`config.mk`:
```
export PLATFORM = sky130hd
export DESIGN_NAME = infix_to_postfix_converter_unit_flat
export DESIGN_NICKNAME = d
export VERILOG_FILES = /design/src/design/i2p_pkg.sv /design/src/design/i2p_in_if.sv /design/src/design/i2p_out_if.sv /design/src/design/i2p_ram.sv /design/src/design/i2p_ctrl.sv /design/src/design/i2p_datapath.sv /design/src/design/infix_to_postfix_converter_unit.sv /design/src/flat_wrapper.sv
export SDC_FILE = /design/constraint.sdc
export NUM_CORES = 1
export LEC_CHECK = 0
export BUFFER_PORTS_ARGS = -buffer_cell sky130_fd_sc_hd__buf_2
export CAP_MARGIN = 25
export CORE_ASPECT_RATIO = 1.75
export CORE_MARGIN = 5
export CORE_UTILIZATION = 48
export CTS_BUF_LIST = sky130_fd_sc_hd__clkbuf_16
export DETAILED_ROUTE_END_ITERATION = 12
export GPL_TIMING_DRIVEN = 0
export PLACE_DENSITY = 0.64
export SLEW_MARGIN = 20
export SYNTH_ARGS = -nofsm -noshare
export SYNTH_HDL_FRONTEND = slang
export SYNTH_SLANG_ARGS = --single-unit
```
`constraint.sdc`:
```
create_clock -name clk -period 12.2 [get_ports clk]
set_input_delay 0.61 -clock clk [delete_from_list [all_inputs] [get_ports clk]]
set_output_delay 0.61 -clock clk [all_outputs]
set_load 0.01 [all_outputs]
```
`src/design/i2p_pkg.sv`:
```
package i2p_pkg;

    localparam int STACK_DEPTH_DEF = 16;

    localparam logic [7:0] CHAR_PLUS  = 8'h2B;
    localparam logic [7:0] CHAR_MINUS = 8'h2D;
    localparam logic [7:0] CHAR_STAR  = 8'h2A;
    localparam logic [7:0] CHAR_SLASH = 8'h2F;
    localparam logic [7:0] CHAR_OPEN  = 8'h28;
    localparam logic [7:0] CHAR_CLOSE = 8'h29;

    localparam logic [1:0] ERR_NONE       = 2'd0;
    localparam logic [1:0] ERR_OVERFLOW   = 2'd1;
    localparam logic [1:0] ERR_UNM_CLOSE  = 2'd2;
    localparam logic [1:0] ERR_UNM_OPEN   = 2'd3;

    typedef enum logic [2:0] {
        OP_OPEN = 3'd0,
        OP_ADD  = 3'd1,
        OP_SUB  = 3'd2,
        OP_MUL  = 3'd3,
        OP_DIV  = 3'd4
    } op_code_t;

    typedef enum logic [2:0] {
        CLS_ALNUM,
        CLS_OPEN,
        CLS_CLOSE,
        CLS_OPER,
        CLS_OTHER
    } char_class_t;

    typedef enum logic [1:0] {
        EMIT_IN,
        EMIT_TOP,
        EMIT_ERR
    } emit_sel_t;

    typedef struct packed {
        logic        load;
        logic        emit;
        emit_sel_t   emit_sel;
        logic [1:0]  err;
        logic        push;
        logic        pop;
        logic        finish;
    } ctl_cmd_t;

    typedef struct packed {
        char_class_t cls;
        logic        end_flag;
        logic        count_zero;
        logic        count_full;
        logic        top_is_open;
        logic        top_rank_ge;
        logic        can_emit;
        logic        out_free;
    } ctl_sts_t;

    function automatic char_class_t char_class(input logic [7:0] c);
        char_class_t cls;
        unique case (c) inside
            [8'h30:8'h39], [8'h41:8'h5A], [8'h61:8'h7A]: cls = CLS_ALNUM;
            CHAR_OPEN:                                   cls = CLS_OPEN;
            CHAR_CLOSE:                                  cls = CLS_CLOSE;
            CHAR_PLUS, CHAR_MINUS, CHAR_STAR, CHAR_SLASH: cls = CLS_OPER;
            default:                                     cls = CLS_OTHER;
        endcase
        return cls;
    endfunction

    // Stack code for a byte; '(' and every non-operator map to the open code.
    function automatic op_code_t op_code_of(input logic [7:0] c);
        op_code_t code;
        unique case (c)
            CHAR_PLUS:  code = OP_ADD;
            CHAR_MINUS: code = OP_SUB;
            CHAR_STAR:  code = OP_MUL;
            CHAR_SLASH: code = OP_DIV;
            default:    code = OP_OPEN;
        endcase
        return code;
    endfunction

    function automatic logic [7:0] code_char(input op_code_t code);
        logic [7:0] c;
        unique case (code)
            OP_OPEN: c = CHAR_OPEN;
            OP_ADD:  c = CHAR_PLUS;
            OP_SUB:  c = CHAR_MINUS;
            OP_MUL:  c = CHAR_STAR;
            OP_DIV:  c = CHAR_SLASH;
            default: c = CHAR_OPEN;
        endcase
        return c;
    endfunction

    function automatic logic [1:0] code_rank(input op_code_t code);
        logic [1:0] r;
        unique case (code)
            OP_ADD, OP_SUB: r = 2'd1;
            OP_MUL, OP_DIV: r = 2'd2;
            default:        r = 2'd0;
        endcase
        return r;
    endfunction

endpackage

```
`src/design/i2p_in_if.sv`:
```
interface i2p_in_if;
    logic       valid;
    logic       ready;
    logic [7:0] in_char;
    logic       end_of_expr;

    modport source (output valid, output in_char, output end_of_expr, input ready);
    modport sink (input valid, input in_char, input end_of_expr, output ready);
endinterface

```
`src/design/i2p_out_if.sv`:
```
interface i2p_out_if;
    logic       valid;
    logic       ready;
    logic [7:0] out_char;
    logic       char_valid;
    logic       last;
    logic [1:0] error_code;

    modport source (output valid, output out_char, output char_valid, output last,
                    output error_code, input ready);
    modport sink (input valid, input out_char, input char_valid, input last,
                  input error_code, output ready);
endinterface

```
`src/design/i2p_ram.sv`:
```
module i2p_ram #(
    parameter int WIDTH  = 3,
    parameter int DEPTH  = 16,
    parameter int ADDR_W = (DEPTH > 1) ? $clog2(DEPTH) : 1
) (
    input  logic              clk,
    input  logic              we,
    input  logic [ADDR_W-1:0] waddr,
    input  logic [WIDTH-1:0]  wdata,
    input  logic [ADDR_W-1:0] raddr,
    output logic [WIDTH-1:0]  rdata
);

    logic [WIDTH-1:0] mem [DEPTH];

    always_ff @(posedge clk)
    begin
        if (we)
        begin
            mem[waddr] <= wdata;
        end
        rdata <= mem[raddr];
    end

endmodule

```
`src/design/i2p_ctrl.sv`:
```
module i2p_ctrl (
    input  logic               clk,
    input  logic               rst_n,
    input  logic               in_valid,
    output logic               in_ready,
    input  i2p_pkg::ctl_sts_t  sts,
    output i2p_pkg::ctl_cmd_t  cmd
);

    typedef enum logic [2:0] {
        ST_IDLE,
        ST_DISPATCH,
        ST_CLOSE,
        ST_OPPOP,
        ST_FLUSH,
        ST_DONE
    } state_t;

    state_t state_reg;
    state_t state_next;
    state_t after_item;

    assign after_item = sts.end_flag ? ST_FLUSH : ST_DONE;
    assign in_ready   = (state_reg == ST_IDLE);

    always_comb
    begin
        cmd          = '0;
        cmd.emit_sel = i2p_pkg::EMIT_IN;
        cmd.err      = i2p_pkg::ERR_NONE;
        state_next   = state_reg;
        unique case (state_reg)
            ST_IDLE:
            begin
                if (in_valid)
                begin
                    cmd.load   = 1'b1;
                    state_next = ST_DISPATCH;
                end
            end
            ST_DISPATCH:
            begin
                unique case (sts.cls)
                    i2p_pkg::CLS_ALNUM:
                    begin
                        if (sts.can_emit)
                        begin
                            cmd.emit   = 1'b1;
                            state_next = after_item;
                        end
                    end
                    i2p_pkg::CLS_OPEN:
                    begin
                        if (!sts.count_full)
                        begin
                            cmd.push   = 1'b1;
                            state_next = after_item;
                        end
                        else if (sts.can_emit)
                        begin
                            cmd.emit     = 1'b1;
                            cmd.emit_sel = i2p_pkg::EMIT_ERR;
                            cmd.err      = i2p_pkg::ERR_OVERFLOW;
                            state_next   = after_item;
                        end
                    end
                    i2p_pkg::CLS_CLOSE: state_next = ST_CLOSE;
                    i2p_pkg::CLS_OPER:  state_next = ST_OPPOP;
                    default:            state_next = after_item;
                endcase
            end
            ST_CLOSE:
            begin
                if (sts.count_zero)
                begin
                    if (sts.can_emit)
                    begin
                        cmd.emit     = 1'b1;
                        cmd.emit_sel = i2p_pkg::EMIT_ERR;
                        cmd.err      = i2p_pkg::ERR_UNM_CLOSE;
                        state_next   = after_item;
                    end
                end
                else if (sts.top_is_open)
                begin
                    cmd.pop    = 1'b1;
                    state_next = after_item;
                end
                else if (sts.can_emit)
                begin
                    cmd.emit     = 1'b1;
                    cmd.emit_sel = i2p_pkg::EMIT_TOP;
                    cmd.pop      = 1'b1;
                end
            end
            ST_OPPOP:
            begin
                if (!sts.count_zero && sts.top_rank_ge)
                begin
                    if (sts.can_emit)
                    begin
                        cmd.emit     = 1'b1;
                        cmd.emit_sel = i2p_pkg::EMIT_TOP;
                        cmd.pop      = 1'b1;
                    end
                end
                else if (!sts.count_full)
                begin
                    cmd.push   = 1'b1;
                    state_next = after_item;
                end
                else if (sts.can_emit)
                begin
                    cmd.emit     = 1'b1;
                    cmd.emit_sel = i2p_pkg::EMIT_ERR;
                    cmd.err      = i2p_pkg::ERR_OVERFLOW;
                    state_next   = after_item;
                end
            end
            ST_FLUSH:
            begin
                if (sts.count_zero)
                begin
                    state_next = ST_DONE;
                end
                else if (sts.can_emit)
                begin
                    cmd.emit = 1'b1;
                    cmd.pop  = 1'b1;
                    if (sts.top_is_open)
                    begin
                        cmd.emit_sel = i2p_pkg::EMIT_ERR;
                        cmd.err      = i2p_pkg::ERR_UNM_OPEN;
                    end
                    else
                    begin
                        cmd.emit_sel = i2p_pkg::EMIT_TOP;
                    end
                end
            end
            ST_DONE:
            begin
                if (sts.out_free)
                begin
                    cmd.finish = 1'b1;
                    state_next = ST_IDLE;
                end
            end
            default: state_next = ST_IDLE;
        endcase
    end

    always_ff @(posedge clk or negedge rst_n)
    begin
        if (!rst_n)
        begin
            state_reg <= ST_IDLE;
        end
        else
        begin
            state_reg <= state_next;
        end
    end

endmodule

```
`src/design/i2p_datapath.sv`:
```
module i2p_datapath #(
    parameter int STACK_DEPTH = i2p_pkg::STACK_DEPTH_DEF
) (
    input  logic               clk,
    input  logic               rst_n,
    input  logic [7:0]         in_char,
    input  logic               end_of_expr,
    input  i2p_pkg::ctl_cmd_t  cmd,
    output i2p_pkg::ctl_sts_t  sts,
    output logic               out_valid,
    input  logic               out_ready,
    output logic [7:0]         out_char,
    output logic               char_valid,
    output logic               last,
    output logic [1:0]         error_code
);

    localparam int CW = $clog2(STACK_DEPTH + 1);
    localparam int AW = (STACK_DEPTH > 1) ? $clog2(STACK_DEPTH) : 1;

    logic [7:0]        char_reg;
    logic              end_reg;
    logic [CW-1:0]     count_reg;
    logic [CW-1:0]     count_next;
    i2p_pkg::op_code_t top_reg;
    logic              use_ram_reg;
    logic [2:0]        ram_q;
    i2p_pkg::op_code_t top_code;
    i2p_pkg::op_code_t push_code;
    logic [CW-1:0]     raddr_full;

    // One result is held back so that the final one of an item can carry last.
    logic              hold_valid_reg;
    logic [7:0]        hold_char_reg;
    logic              hold_cv_reg;
    logic [1:0]        hold_err_reg;
    logic [7:0]        new_char;
    logic              new_cv;
    logic [1:0]        new_err;

    logic              out_valid_reg;
    logic [7:0]        out_char_reg;
    logic              out_cv_reg;
    logic              out_last_reg;
    logic [1:0]        out_err_reg;
    logic              out_free;
    logic              out_load;

    assign push_code = i2p_pkg::op_code_of(char_reg);
    assign top_code  = use_ram_reg ? i2p_pkg::op_code_t'(ram_q) : top_reg;

    always_comb
    begin
        count_next = count_reg;
        if (cmd.push)
        begin
            count_next = count_reg + CW'(1);
        end
        else if (cmd.pop)
        begin
            count_next = count_reg - CW'(1);
        end
    end

    // The memory always reads the entry that will be on top next cycle; a push
    // bypasses it through top_reg.
    assign raddr_full = count_next - CW'(1);

    i2p_ram #(
        .WIDTH (3),
        .DEPTH (STACK_DEPTH)
    ) u_stack (
        .clk   (clk),
        .we    (cmd.push),
        .waddr (count_reg[AW-1:0]),
        .wdata (push_code),
        .raddr (raddr_full[AW-1:0]),
        .rdata (ram_q)
    );

    assign out_free = !out_valid_reg || out_ready;

    assign sts.cls         = i2p_pkg::char_class(char_reg);
    assign sts.end_flag    = end_reg;
    assign sts.count_zero  = (count_reg == '0);
    assign sts.count_full  = (count_reg == CW'(STACK_DEPTH));
    assign sts.top_is_open = (top_code == i2p_pkg::OP_OPEN);
    assign sts.top_rank_ge = (i2p_pkg::code_rank(top_code) >= i2p_pkg::code_rank(push_code));
    assign sts.can_emit    = !hold_valid_reg || out_free;
    assign sts.out_free    = out_free;

    always_comb
    begin
        case (cmd.emit_sel)
            i2p_pkg::EMIT_IN:
            begin
                new_char = char_reg;
                new_cv   = 1'b1;
                new_err  = i2p_pkg::ERR_NONE;
            end
            i2p_pkg::EMIT_TOP:
            begin
                new_char = i2p_pkg::code_char(top_code);
                new_cv   = 1'b1;
                new_err  = i2p_pkg::ERR_NONE;
            end
            default:
            begin
                new_char = 8'h00;
                new_cv   = 1'b0;
                new_err  = cmd.err;
            end
        endcase
    end

    assign out_load = (cmd.emit && hold_valid_reg) ||
                      (cmd.finish && (hold_valid_reg || end_reg));

    always_ff @(posedge clk or negedge rst_n)
    begin
        if (!rst_n)
        begin
            count_reg      <= '0;
            use_ram_reg    <= 1'b0;
            hold_valid_reg <= 1'b0;
            out_valid_reg  <= 1'b0;
        end
        else
        begin
            count_reg <= count_next;
            if (cmd.push)
            begin
                use_ram_reg <= 1'b0;
            end
            else if (cmd.pop)
            begin
                use_ram_reg <= 1'b1;
            end
            if (cmd.emit)
            begin
                hold_valid_reg <= 1'b1;
            end
            else if (cmd.finish)
            begin
                hold_valid_reg <= 1'b0;
            end
            if (out_load)
            begin
                out_valid_reg <= 1'b1;
            end
            else if (out_ready)
            begin
                out_valid_reg <= 1'b0;
            end
        end
    end

    always_ff @(posedge clk)
    begin
        if (cmd.load)
        begin
            char_reg <= in_char;
            end_reg  <= end_of_expr;
        end
        if (cmd.push)
        begin
            top_reg <= push_code;
        end
        if (cmd.emit)
        begin
            hold_char_reg <= new_char;
            hold_cv_reg   <= new_cv;
            hold_err_reg  <= new_err;
        end
        if (out_load)
        begin
            if (hold_valid_reg)
            begin
                out_char_reg <= hold_char_reg;
                out_cv_reg   <= hold_cv_reg;
                out_err_reg  <= hold_err_reg;
                out_last_reg <= cmd.finish && end_reg;
            end
            else
            begin
                out_char_reg <= 8'h00;
                out_cv_reg   <= 1'b0;
                out_err_reg  <= i2p_pkg::ERR_NONE;
                out_last_reg <= 1'b1;
            end
        end
    end

    assign out_valid  = out_valid_reg;
    assign out_char   = out_char_reg;
    assign char_valid = out_cv_reg;
    assign last       = out_last_reg;
    assign error_code = out_err_reg;

endmodule

```
`src/design/infix_to_postfix_converter_unit.sv`:
```
// Shunting-yard infix to postfix converter. One byte of infix text is taken per
// transaction on in_ch and the postfix characters come out one per transaction on
// out_ch; faults come out as their own transactions with char_valid low and an
// error code, and the final transaction of an expression (end_of_expr set) carries
// last, a bare end marker being sent when nothing else would be. Items are handled
// one at a time: an item passes from acceptance to the next ready through load,
// decode and hand-off steps, with a further step for a ')', an operator or an end
// of expression, and a step of its own per operator it pops to the output and per
// entry it flushes; the '(' that closes a ')' search is dropped without a step of
// its own, and any stall on the output side lengthens it. The operator stack sits
// in a single-port-write RAM of STACK_DEPTH entries and pops one entry per cycle
// while the output can take results. One result is held internally until the next
// is known, so each item's results are complete only at its hand-off cycle.
module infix_to_postfix_converter_unit #(
    parameter int STACK_DEPTH = i2p_pkg::STACK_DEPTH_DEF
) (
    input logic       clk,
    input logic       rst_n,
    i2p_in_if.sink    in_ch,
    i2p_out_if.source out_ch
);

    i2p_pkg::ctl_cmd_t cmd;
    i2p_pkg::ctl_sts_t sts;
    logic              in_ready;
    logic              out_valid;
    logic [7:0]        out_char;
    logic              char_valid;
    logic              last;
    logic [1:0]        error_code;

    i2p_ctrl u_ctrl (
        .clk      (clk),
        .rst_n    (rst_n),
        .in_valid (in_ch.valid),
        .in_ready (in_ready),
        .sts      (sts),
        .cmd      (cmd)
    );

    i2p_datapath #(
        .STACK_DEPTH (STACK_DEPTH)
    ) u_datapath (
        .clk         (clk),
        .rst_n       (rst_n),
        .in_char     (in_ch.in_char),
        .end_of_expr (in_ch.end_of_expr),
        .cmd         (cmd),
        .sts         (sts),
        .out_valid   (out_valid),
        .out_ready   (out_ch.ready),
        .out_char    (out_char),
        .char_valid  (char_valid),
        .last        (last),
        .error_code  (error_code)
    );

    assign in_ch.ready       = in_ready;
    assign out_ch.valid      = out_valid;
    assign out_ch.out_char   = out_char;
    assign out_ch.char_valid = char_valid;
    assign out_ch.last       = last;
    assign out_ch.error_code = error_code;

endmodule

```
`src/flat_wrapper.sv`:
```
// flat-port wrapper written by rule: the top's interface ports become plain ports
module infix_to_postfix_converter_unit_flat 
#(
    parameter int STACK_DEPTH = i2p_pkg::STACK_DEPTH_DEF
)
  (clk, rst_n, in_ch_valid, in_ch_in_char, in_ch_end_of_expr, in_ch_ready, out_ch_valid, out_ch_out_char, out_ch_char_valid, out_ch_last, out_ch_error_code, out_ch_ready);
  i2p_in_if in_ch_i ();
  i2p_out_if out_ch_i ();
  input logic clk;
  input logic rst_n;
  input wire logic [$bits(in_ch_i.valid)-1:0] in_ch_valid;
  input wire logic [$bits(in_ch_i.in_char)-1:0] in_ch_in_char;
  input wire logic [$bits(in_ch_i.end_of_expr)-1:0] in_ch_end_of_expr;
  output wire logic [$bits(in_ch_i.ready)-1:0] in_ch_ready;
  output wire logic [$bits(out_ch_i.valid)-1:0] out_ch_valid;
  output wire logic [$bits(out_ch_i.out_char)-1:0] out_ch_out_char;
  output wire logic [$bits(out_ch_i.char_valid)-1:0] out_ch_char_valid;
  output wire logic [$bits(out_ch_i.last)-1:0] out_ch_last;
  output wire logic [$bits(out_ch_i.error_code)-1:0] out_ch_error_code;
  input wire logic [$bits(out_ch_i.ready)-1:0] out_ch_ready;
  assign in_ch_i.valid = in_ch_valid;
  assign in_ch_i.in_char = in_ch_in_char;
  assign in_ch_i.end_of_expr = in_ch_end_of_expr;
  assign in_ch_ready = in_ch_i.ready;
  assign out_ch_valid = out_ch_i.valid;
  assign out_ch_out_char = out_ch_i.out_char;
  assign out_ch_char_valid = out_ch_i.char_valid;
  assign out_ch_last = out_ch_i.last;
  assign out_ch_error_code = out_ch_i.error_code;
  assign out_ch_i.ready = out_ch_ready;
  infix_to_postfix_converter_unit #(.STACK_DEPTH(STACK_DEPTH)) u_core (.clk(clk), .rst_n(rst_n), .in_ch(in_ch_i), .out_ch(out_ch_i));
endmodule
```
==> flow_summary.json <==
{
  "status": "finished clean",
  "place.gp.congestion": 0.8904,
  "vias": 2795,
  "syn_inst": 334,
  "ys_types": 68,
  "antenna_found_initial": 0,
  "syn_to_final_growth_pct": 12.04,
  "io_pins": 27,
  "clk-insertion-delay-late_ps": 340,
  "ff2ff_setup_slack_ps": 7390,
  "ys.flop_type": "edfxtp_1",
  "grt.met1_usage": 0.1732,
  "grt_use_met2": 0.3288,
  "ys_ff_latch": 97,
  "clk_path_buf_depth": 2,
  "grt_setup_unrepaired": "false",
  "power_mw": 1.347,
  "drc_errors": 0,
  "syn_avg_cell_area_um2": 14.06,
  "ant_nets": 0,
  "place_inst": 482,
  "synth_warnings": 0,
  "grt_pass1_wl_um": 15380,
  "setup-tns-final_ps": 0,
  "path_class": "reg -> reg",
  "cts_tree": "built",
  "timing.slew.headroom": 0.4698,
  "path_clk_slew_ps": 70,
  "routedWlPerCell_um": 19.21,
  "grt_usage": 0.1715,
  "async_flop_share": 0.1134,
  "rr_worst_depth": 18,
  "finalSetupViolCount": 0,
  "fmax_ghz": 0.2078,
  "drv_slew": 0,
  "grt_busiest_layer": "met2",
  "startpoint_type": "flop",
  "cts_resized": 0,
  "layout-drive-gt1-share": 0.2261,
  "regMostFlops": "u_core.u_datapath.u_stack.mem",
  "largest_reg_flops": 48,
  "antennaDiodeCount": 0,
  "timing.rr.end": "u_core.u_datapath.u_stack.rdata[0]",
  "fin_hold_ws_ps": 140.5,
  "grt_max_degree": 18,
  "worstMarginPinSlew_ps": 795.4,
  "numCtsBuffers": 9,
  "setup_ws_ps": 7388,
  "grt_use_met3": 0.03152,
  "ir_drop_mv": 0.09940,
  "power_density_nw_per_um2": 256.1,
  "synthAdderAreaFrac": 0.02132,
  "drt_iter0_markers": 173,
  "r2r-start": "u_core.u_datapath.use_ram_reg",
  "post-cts-setup-buffer-count": 0,
  "die_width_um": 84.77,
  "die-area_um2": 11940,
  "fin_crit_sh": 0.3944,
  "synth_top_area_share": 0.5308,
  "cp_top_family": "multiplexers",
  "netlist_area_um2": 4696,
  "crit_chain": "buf_2 -> mux2_2 -> nor2_1 -> o21ai_0 -> ha_1 -> nand2b_1 -> a21oi_1 -> or3_1 -> a31oi_4 -> nor2_4 -> xnor2_4 -> buf_6 -> inv_1 -> ha_1 -> clkbuf_1 -> mux4_1 -> mux2i_1 -> mux2i_1",
  "synth_area_leaders": "edfxtp_1, dfrtp_1, mux4_2, mux4_1, nor2_1",
  "nNetsFinal": 392,
  "layout.cells.non_filler": 498,
  "fin_crit_ps": 4812,
  "cts-hold-fix-buffers": 0,
  "cp_num_buf_inv": 4,
  "cp_max_fo": 10,
  "cts-root-buf": "clkbuf_16",
  "synth_seq_area_share": 0.6022,
  "crit_arrival_ps": 5020,
  "critPathRequiredTime_ps": 12400,
  "drt-pass1-iter-count": 4,
  "synth-compound-area-share": 0.08926,
  "hold_viol": 0,
  "maxCapViolCount": 0,
  "coreArea_um2": 9527,
  "dp_hpwl_um": 7304,
  "yosysTopAreaCell": "edfxtp_1",
  "synth-simple-area-share": 0.1354,
  "grt_pass1_vias": 2825,
  "slowest_stage": "clkbuf_1",
  "hp-class": "in -> async",
  "routed_via_density": 5.612,
  "synth_top_family_by_area": "simple AND/OR/NAND/NOR gates",
  "p_leak_nw": 1.978,
  "numClockSinks": 97,
  "crit_path_end_kind": "flop",
  "synth-xor-area-share": 0.03384,
  "synth_edf_count": 83,
  "rows": 47,
  "fin_skew_ps": 9.830,
  "die_y_um": 140.8,
  "start_util": 0.4929,
  "wl_um": 9567,
  "synth_nets": 355,
  "gr-total-overflow": 0,
  "pre_cts_slack_ps": 7258,
  "h-tree-depth": 3,
  "io_buffers": 26,
  "fillerInstances": 811,
  "max_stage_delay_ps": 480,
  "yosys-mux-area-fraction": 0.09219
}
[worst max-delay path by stage]
stage / from / to / slack [ps] / depth (start not counted)
global route: u_core.u_datapath.use_ram_reg / u_core.u_datapath.u_stack.rdata[0] / 7030 / 18
detailed placement: u_core.u_datapath.use_ram_reg / u_core.u_datapath.u_stack.rdata[0] / 7260 / 18
global placement: u_core.u_datapath.use_ram_reg / u_core.u_datapath.u_stack.rdata[0] / 7300 / 18
finish: u_core.u_datapath.use_ram_reg / u_core.u_datapath.u_stack.rdata[0] / 7390 / 18
floorplan: u_core.u_datapath.use_ram_reg / u_core.u_datapath.u_stack.rdata[0] / 8120 / 18
CTS: u_core.u_datapath.use_ram_reg / u_core.u_datapath.u_stack.rdata[0] / 7230 / 18
[per-stage QoR]
stage          instance area, um2  utilization
6_report                     5261       0.5523
2_1_floorplan                4696            -
4_1_cts                      5256       0.5517
5_1_grt                      5261       0.5523
3_5_place_dp                 4982       0.5230
3_3_place_gp                 4979       0.5226
[cells by family (layout without fill, tap and decap cells)]
| family | Yosys count | count (layout) |
|---|---|---|
| simple gates | 115 | 115 |
| flops | 97 | 97 |
| compound gates | 57 | 57 |
| mux | 25 | 25 |
| buf+inv | 22 | 64 |
| xor+xnor | 10 | 10 |
| fa+ha+maj | 8 | 8 |
[final cells by class]
class                      count  area (um2)  share of cell area
multi-input combinational    215        1755              0.3336
timing repair buffer          26       130.1             0.02473
inverter                       8       30.03            0.005707
clock inverter                 7       48.80            0.009275
sequential                    97        2828              0.5375
clock buffer                   9       225.2             0.04281
buffer                        14       91.34             0.01736
tap                          122       152.6             0.02901
[metal layers]
layer  wire length (um)  share of wire
met2               5727           0.60
met5                  0              0
met1               3255           0.34
met3                238          0.025
met4                345          0.036
[Yosys cell counts (3+ instances only)]
cell type / n
dfxtp_1: 3
edfxtp_1: 83
and2_1: 16
xnor2_1: 3
nor3_1: 5
mux2i_1: 10
clkbuf_1: 5
a211oi_1: 5
dfrtp_1: 11
ha_1: 8
buf_2: 4
nand2_1: 23
and3_1: 9
mux4_1: 4
inv_1: 8
nor2_1: 28
nand3_1: 4
o21ai_0: 14
nand2b_1: 6
or2_2: 4
buf_6: 4
mux4_2: 8
a21oi_1: 9
a31oi_1: 4
[power by group]
part           leakage, nW  internal (mW)  switching (mW)
Sequential           0.939          0.449          0.0383
Combinational        0.899          0.263           0.339
Clock                0.140          0.139           0.119
[cells in the final DEF (no fill, tap or decap), types with 2 or more instances in the layout]
| cell | instances |
|---|---|
| o211ai_1 | 2 |
| mux4_1 | 4 |
| nor2b_1 | 2 |
| nand2_1 | 23 |
| nor2_4 | 2 |
| nand3_1 | 4 |
| or2_2 | 4 |
| and3_1 | 9 |
| xor2_1 | 2 |
| nand2b_1 | 6 |
| a21o_1 | 2 |
| inv_1 | 10 |
| xnor2_4 | 2 |
| buf_2 | 30 |
| nor2_1 | 26 |
| a31oi_1 | 4 |
| nor3_1 | 5 |
| dfrtp_1 | 11 |
| clkbuf_16 | 9 |
| a22oi_1 | 2 |
| or3_1 | 2 |
| dfxtp_1 | 3 |
| mux2i_1 | 10 |
| o21ai_0 | 14 |
| mux4_2 | 8 |
| edfxtp_1 | 83 |
| and2_1 | 16 |
| nor2_2 | 2 |
| o21a_1 | 2 |
| or3b_4 | 2 |
| o21bai_1 | 2 |
| a21oi_1 | 8 |
| xnor2_1 | 3 |
| a211oi_1 | 5 |
| clkbuf_1 | 5 |
| and2_0 | 2 |
| ha_1 | 8 |
| buf_6 | 4 |
(Power assumes the default switching activity.)
